$ cat src/sv/cdt_pkg.sv
// Package with the word types, codes and constants of the countdown timer.
`default_nettype none

package cdt_pkg;

    localparam int CfgIndexWidth = 2;
    localparam int CfgDataWidth  = 16;

    typedef enum logic [1:0] {
        OP_POLL    = 2'd0,
        OP_TICK    = 2'd1,
        OP_CAPTURE = 2'd2,
        OP_NONE    = 2'd3
    } op_t;

    localparam logic [CfgIndexWidth-1:0] CFG_TICK_INCREMENT = 2'd0;
    localparam logic [CfgIndexWidth-1:0] CFG_ABORT_THRESHOLD = 2'd1;
    localparam logic [CfgIndexWidth-1:0] CFG_ADJUST_STEP = 2'd2;
    localparam logic [CfgIndexWidth-1:0] CFG_ADJUST_CEILING = 2'd3;

    localparam logic [15:0] MS_PER_SECOND       = 16'd1000;
    localparam logic [7:0]  RESET_SECONDS       = 8'd30;
    localparam logic [7:0]  RESET_TICK_INCR     = 8'd32;
    localparam logic [15:0] RESET_ABORT_THRESH  = 16'd1000;
    localparam logic [5:0]  RESET_ADJUST_STEP   = 6'd5;
    localparam logic [7:0]  RESET_ADJUST_CEIL   = 8'd250;

    typedef struct packed {
        logic [1:0]  op;
        logic        start_button;
        logic        stop_button;
        logic        up_button;
        logic        down_button;
        logic [15:0] capture_value;
    } in_word_t;

    typedef struct packed {
        logic [7:0] shown_seconds;
        logic [7:0] remaining_seconds;
        logic       alarm;
        logic       aborted;
        logic       counting;
    } out_word_t;

endpackage

`default_nettype wire

$ cat src/sv/countdown_timer_with_pulse_abort.sv
// Top level of the settable countdown timer with capture-based abort.
//
//  channel   direction  handshake                 payload
//  in        into       in_valid / in_stall       in_data  (cdt_pkg::in_word_t)
//  out       out of     out_valid / out_stall     out_data (cdt_pkg::out_word_t)
//  cfg       into       cfg_write                 cfg_index, cfg_data
//
// Each word is processed in the cycle it is accepted and its result is registered.
// One word can be accepted in every cycle while in_stall is low.
// A two-entry output stage (result register and skid register) lets a word be accepted
// while a result is stalled; in_stall rises only when both entries are full.
// Reset is asynchronous and restores every state and configuration register.
`default_nettype none

module countdown_timer_with_pulse_abort (
    input  wire logic                             clk,
    input  wire logic                             rst_n,
    input  wire logic                             in_valid,
    output logic                                  in_stall,
    input  wire cdt_pkg::in_word_t                in_data,
    output logic                                  out_valid,
    input  wire logic                             out_stall,
    output cdt_pkg::out_word_t                    out_data,
    input  wire logic                             cfg_write,
    input  wire logic [cdt_pkg::CfgIndexWidth-1:0] cfg_index,
    input  wire logic [cdt_pkg::CfgDataWidth-1:0]  cfg_data
);
    import cdt_pkg::*;

    logic [7:0]  tick_incr_reg;
    logic [15:0] abort_thresh_reg;
    logic [5:0]  adjust_step_reg;
    logic [7:0]  adjust_ceil_reg;

    logic [7:0]  seconds_reg,   seconds_next;
    logic [15:0] elapsed_reg,   elapsed_next;
    logic        tick_en_reg,   tick_en_next;
    logic        counting_reg,  counting_next;
    logic [3:0]  buttons_reg,   buttons_next;
    logic [15:0] first_reg,     first_next;
    logic [15:0] second_reg,    second_next;
    logic        phase_reg,     phase_next;
    logic        alarm_reg,     alarm_next;
    logic [7:0]  display_reg,   display_next;

    logic        out_valid_reg;
    out_word_t   out_reg;
    logic        skid_valid_reg;
    out_word_t   skid_reg;

    logic        accept;
    logic        out_free;
    out_word_t   result;

    logic [3:0]  levels;
    logic [3:0]  rise;
    logic [8:0]  up_sum;
    logic [16:0] tick_sum;
    logic [15:0] diff_next;
    logic [7:0]  step_ext;

    assign in_stall  = skid_valid_reg;
    assign accept    = in_valid && !skid_valid_reg;
    assign out_free  = !out_valid_reg || !out_stall;
    assign out_valid = out_valid_reg;
    assign out_data  = out_reg;

    always_comb
    begin
        seconds_next  = seconds_reg;
        elapsed_next  = elapsed_reg;
        tick_en_next  = tick_en_reg;
        counting_next = counting_reg;
        buttons_next  = buttons_reg;
        first_next    = first_reg;
        second_next   = second_reg;
        phase_next    = phase_reg;
        alarm_next    = alarm_reg;
        display_next  = display_reg;
        levels   = {in_data.down_button, in_data.up_button,
                    in_data.stop_button, in_data.start_button};
        rise     = levels & ~buttons_reg;
        step_ext = {2'b00, adjust_step_reg};
        up_sum   = 9'd0;
        tick_sum = {1'b0, elapsed_reg} + {9'd0, tick_incr_reg};

        case (op_t'(in_data.op))
            OP_POLL:
            begin
                buttons_next = levels;
                if (rise[0])
                begin
                    tick_en_next  = 1'b1;
                    counting_next = 1'b1;
                end
                if (rise[1])
                begin
                    tick_en_next  = 1'b0;
                    counting_next = 1'b0;
                    elapsed_next  = 16'd0;
                end
                if (rise[2] && (seconds_next < adjust_ceil_reg))
                begin
                    up_sum       = {1'b0, seconds_next} + {1'b0, step_ext};
                    seconds_next = up_sum[8] ? 8'd255 : up_sum[7:0];
                end
                if (rise[3])
                begin
                    seconds_next = (step_ext > seconds_next) ? 8'd0
                                                             : seconds_next - step_ext;
                end
                if (elapsed_next >= MS_PER_SECOND)
                begin
                    if ((seconds_next != 8'd0) && counting_next)
                    begin
                        seconds_next = seconds_next - 8'd1;
                    end
                    if (seconds_next == 8'd0)
                    begin
                        alarm_next = 1'b1;
                    end
                    display_next = seconds_next;
                    elapsed_next = elapsed_next - MS_PER_SECOND;
                end
                if ((second_reg - first_reg) > abort_thresh_reg)
                begin
                    counting_next = 1'b0;
                end
            end
            OP_TICK:
            begin
                if (tick_en_reg)
                begin
                    elapsed_next = tick_sum[16] ? 16'hFFFF : tick_sum[15:0];
                end
            end
            OP_CAPTURE:
            begin
                if (phase_reg)
                begin
                    first_next = in_data.capture_value;
                end
                else
                begin
                    second_next = in_data.capture_value;
                end
                phase_next = !phase_reg;
            end
            default:
            begin
            end
        endcase

        diff_next = second_next - first_next;
        result.shown_seconds     = display_next;
        result.remaining_seconds = seconds_next;
        result.alarm             = alarm_next;
        result.aborted           = diff_next > abort_thresh_reg;
        result.counting          = counting_next;
    end

    always_ff @(posedge clk or negedge rst_n)
    begin
        if (!rst_n)
        begin
            tick_incr_reg    <= RESET_TICK_INCR;
            abort_thresh_reg <= RESET_ABORT_THRESH;
            adjust_step_reg  <= RESET_ADJUST_STEP;
            adjust_ceil_reg  <= RESET_ADJUST_CEIL;
        end
        else if (cfg_write)
        begin
            case (cfg_index)
                CFG_TICK_INCREMENT:  tick_incr_reg    <= cfg_data[7:0];
                CFG_ABORT_THRESHOLD: abort_thresh_reg <= cfg_data;
                CFG_ADJUST_STEP:     adjust_step_reg  <= cfg_data[5:0];
                CFG_ADJUST_CEILING:  adjust_ceil_reg  <= cfg_data[7:0];
                default:
                begin
                end
            endcase
        end
    end

    always_ff @(posedge clk or negedge rst_n)
    begin
        if (!rst_n)
        begin
            seconds_reg  <= RESET_SECONDS;
            elapsed_reg  <= 16'd0;
            tick_en_reg  <= 1'b0;
            counting_reg <= 1'b0;
            buttons_reg  <= 4'd0;
            first_reg    <= 16'd0;
            second_reg   <= 16'd0;
            phase_reg    <= 1'b1;
            alarm_reg    <= 1'b0;
            display_reg  <= 8'd0;
        end
        else if (accept)
        begin
            seconds_reg  <= seconds_next;
            elapsed_reg  <= elapsed_next;
            tick_en_reg  <= tick_en_next;
            counting_reg <= counting_next;
            buttons_reg  <= buttons_next;
            first_reg    <= first_next;
            second_reg   <= second_next;
            phase_reg    <= phase_next;
            alarm_reg    <= alarm_next;
            display_reg  <= display_next;
        end
    end

    always_ff @(posedge clk or negedge rst_n)
    begin
        if (!rst_n)
        begin
            out_valid_reg  <= 1'b0;
            skid_valid_reg <= 1'b0;
        end
        else if (out_free)
        begin
            if (skid_valid_reg)
            begin
                out_valid_reg  <= 1'b1;
                skid_valid_reg <= 1'b0;
            end
            else
            begin
                out_valid_reg <= accept;
            end
        end
        else if (accept)
        begin
            skid_valid_reg <= 1'b1;
        end
    end

    always_ff @(posedge clk)
    begin
        if (out_free)
        begin
            if (skid_valid_reg)
            begin
                out_reg <= skid_reg;
            end
            else if (accept)
            begin
                out_reg <= result;
            end
        end
        else if (accept)
        begin
            skid_reg <= result;
        end
    end

endmodule

`default_nettype wire

$ cat config.mk
export PLATFORM = sky130hd
export DESIGN_NAME = countdown_timer_with_pulse_abort
export DESIGN_NICKNAME = d
export VERILOG_FILES = /design/src/sv/cdt_pkg.sv /design/src/sv/countdown_timer_with_pulse_abort.sv
export SDC_FILE = /design/constraint.sdc
export NUM_CORES = 1
export LEC_CHECK = 0
export ABC_CLOCK_PERIOD_IN_PS = 14700
export BUFFER_PORTS_ARGS = -buffer_cell sky130_fd_sc_hd__buf_2
export CORE_ASPECT_RATIO = 0.9
export CORE_MARGIN = 2
export CORE_UTILIZATION = 40
export DETAILED_ROUTE_END_ITERATION = 8
export GPL_TIMING_DRIVEN = 0
export SETUP_SLACK_MARGIN = 0.3
export SYNTH_ARGS = -nofsm -noshare
export SYNTH_HDL_FRONTEND = slang
export SYNTH_SLANG_ARGS = --single-unit
$ cat constraint.sdc
create_clock -name clk -period 14.7 [get_ports clk]
set_clock_uncertainty 0.2 [all_clocks]
set_input_delay 2.205 -clock clk [delete_from_list [all_inputs] [get_ports clk]]
set_output_delay 2.205 -clock clk [all_outputs]
set_load 0.01 [all_outputs]
==> flow_summary_export.csv <==
group,metric,value,unit
yosys,synth-adder-area-share,11.6,%
setup_path,crit_type,"in -> reg",
setup_path,timing.rr.start,"phase_reg",
yosys,synth-main-ff-cell,"dfrtp_1",
global_route,grt_pass1_wl,44300,um
yosys,synthArstFlopShare,74.7,%
yosys,synthMuxAreaShare,11.1,%
finish,area_growth,13.0,%
yosys,syn_inst,1145,
sta,rsz0062_at_grt,"no",
setup_path,crit_start,"in_data[20]",
finish,num_antenna_cells,0,
floorplan,die_area,0.0284,mm2
finish,drive_gt1_share,19.0,%
pwr,power.total,2850,uW
placement,post_dp_cell_area,0.0117,mm2
cts,holdBufCountCts,0,
finish,instances_no_fill,1599,
global_route,antenna_found_initial,1,
flow_run,maxCapViolations,0,
sta,timing.final.ws_setup,6.85,ns
sta,setup_viol,0,
floorplan,fp.dieW,177,um
drt,drc,0,
yosys,synth-seq-area-share,36.7,%
drt,via_per_inst,5.40,
drt,vias,8642,
cts,tritoncts,"built",
sta,slew_headroom,15.8,%
cts,numCtsBuffers,17,
setup_path,cp-endpoint,"skid_reg[1]",
placement,gp_routability_congestion,0.868,
yosys,synth-edff-count,38,
sta,max_freq,127,MHz
pwr,ir_worst_vdd,108,uV
yosys,ys_ff_latch,150,
finish,final_net_count,1374,
sta,final_max_slew_viol_count,0,
setup_path,crit_arrival,7.88,ns
drt,ant_nets,0,
floorplan,rows,57,
setup_path,r2r_slack,8.66,ns
drt,drt_iter0_drc,456,
finish,fillers,2653,
yosys,synth_cell_type_count,79,
floorplan,ios,66,
cts,cts-root-buf,"clkbuf_16",
setup_path,worstPathRequired,14.73,ns
yosys,synth_top_family_by_area,"compound AO/OA/AOI/OAI gates",
floorplan,core_area,0.0268,mm2
placement,hpwl,21000,um
global_route,grt_max_degree,85,
sta,tightest_slew,1.26,ns
pwr,p_per_area,233,mW/mm2
yosys,syn_nets,1287,
cts,cts-resized-gates,0,
drt,wl,27200,um
finish,post-route-cell-area,0.0122,mm2
global_route,grt_pass1_vias,8406,
cts,htreeDepth,4,
yosys,synthXorXnorAreaFrac,3.56,%
status,status,"complete, no violations",
pwr,leakage,0.00538,uW
finish,final_common_cell,"nand2_1",
setup_path,crit_path_start_kind,"input pin",
setup_path,r2r_cells,21,
setup_path,r2r-end,"skid_reg[1]",
sta,finalCriticalPeriod,7.85,ns
sta,tns,0,ns
floorplan,start_util,40.4,%
cts,postCtsSetupBuffers,0,
placement,dp_slack,6.46,ns
placement,place.port_buffers,65,
global_route,gr-total-overflow,0,
yosys,yosys.area_share.simple,14.7,%
sta,period_share,53.4,%
drt,wl_per_cell,17.0,um
cts,worstSkewPairLatency,0.43,ns
yosys,avgSynthCellArea,9.45,um2
placement,dp_cells,1567,
drt,drt_first_pass_iters,5,
yosys,ys_warn_count,0,
cts,clock_sinks,150,
sta,hold_viol_final,0,
setup_path,worstPathMaxFanout,10,
finish,mostFrequentLayoutCells,"123 x nand2_1, 92 x ha_1, 92 x dfrtp_1",
floorplan,die_y,160,um
min_path,min_path_type,"reg -> reg",
setup_path,cp-end-kind,"register",
cts,cts_buffer_depth,2,
yosys,netlist_area,0.0108,mm2
global_route,grtUsageTotal,19.7,%
cts,path_clk_slew,0.06,ns
yosys,synth_compound_area_share,17.8,%
==> worst max-delay path, stage by stage <==
cell,delay (ns)
buf_2,0.17
nand2b_1,0.22
nor2_1,0.79
clkbuf_1,0.67
mux2i_1,0.27
ha_1,0.22
inv_1,0.06
fa_1,0.39
a21o_1,0.18
a21oi_1,0.21
o21ai_0,0.11
a21oi_1,0.25
o21bai_1,0.09
a21oi_1,0.34
o211ai_1,0.21
a31o_2,0.27
a21oi_1,0.18
xnor2_1,0.11
ha_1,0.30
o21a_1,0.12
nor2_1,0.03
a31o_2,0.22
a31oi_1,0.24
==> Yosys cell counts, drive strengths merged, types with 6 or more instances <==
master	count	area (um2)
nand2	123	462
o21ai	101	513
dfrtp	92	2300
ha	92	1150
inv	85	319
mux2	81	912
nor2	75	284
a21oi	57	289
edfxtp	38	1140
clkbuf	37	139
xnor2	32	280
mux2i	28	293
nand3	22	110
dfstp	20	526
a21o	17	128
o21a	17	128
nor2b	16	100
nor3	13	65.1
nand2b	12	75.1
o211ai	12	100
xor2	12	105
nand4	11	68.8
nor3b	10	75.1
and2	9	56.3
a21boi	8	60.1
a31oi	8	56.3
and3	8	50.1
o21bai	8	60.1
a211oi	7	52.6
o31ai	7	62.6
a31o	6	52.6
buf	6	40.0
nand3b	6	45.0
nor4	6	37.5
or2	6	37.5
==> where the power goes <==
group | internal [uW] | total [uW] | switching [uW]
Clock | 237 | 428 | 191
Sequential | 573 | 674 | 101
Combinational | 757 | 1750 | 995
Total | 1570 | 2850 | 1290
==> worst min-delay path by stage <==
stage                      to  slack [ns]  depth (start not counted)      startpoint
2_1_floorplan  buttons_reg[0]        0.25                          2  buttons_reg[0]
6_report       buttons_reg[0]        0.28                          2  buttons_reg[0]
3_5_place_dp   buttons_reg[0]        0.27                          2  buttons_reg[0]
4_1_cts        buttons_reg[0]        0.28                          2  buttons_reg[0]
3_3_place_gp        alarm_reg        0.26                          2       alarm_reg
5_1_grt        buttons_reg[0]        0.31                          2  buttons_reg[0]
==> cell type report <==
type                    instances  area [um2]  share of cell area (%)
plain buffers                  43         179                    1.46
clock buffers                  17         425                    3.48
clock inverters                15         145                    1.19
inverters                      85         319                    2.61
multi-input cells             867        6360                    52.0
flip-flops and latches        150        3970                    32.5
well taps                     354         443                    3.62
repair buffers                 68         385                    3.15
==> metal layers <==
layer	wire length (um)	global-route usage [%]	part of all wire, %
met2	12800	32.4	47
met5	0	0	0
met1	13100	27.2	48
met3	931	3.31	3.4
met4	310	4.28	1.1
==> metrics by stage <==
step / utilization (%) / hold WS, ns
after floorplan: - / 0.246
after global placement: 43.2 / 0.259
after detailed placement: 43.5 / 0.269
after CTS: 45.6 / 0.283
after global routing: 45.6 / 0.309
final: 45.6 / 0.282
==> cell families after synthesis <==
group                    Yosys count
AO/OA/AOI/OAI                    288
XOR/XNOR                          44
adder cells (fa/ha/maj)           97
buffers and inverters            128
flip-flops                       150
multiplexers                     109
AND/OR/NAND/NOR                  329
Note: power is estimated with default switching activity, not from simulation.
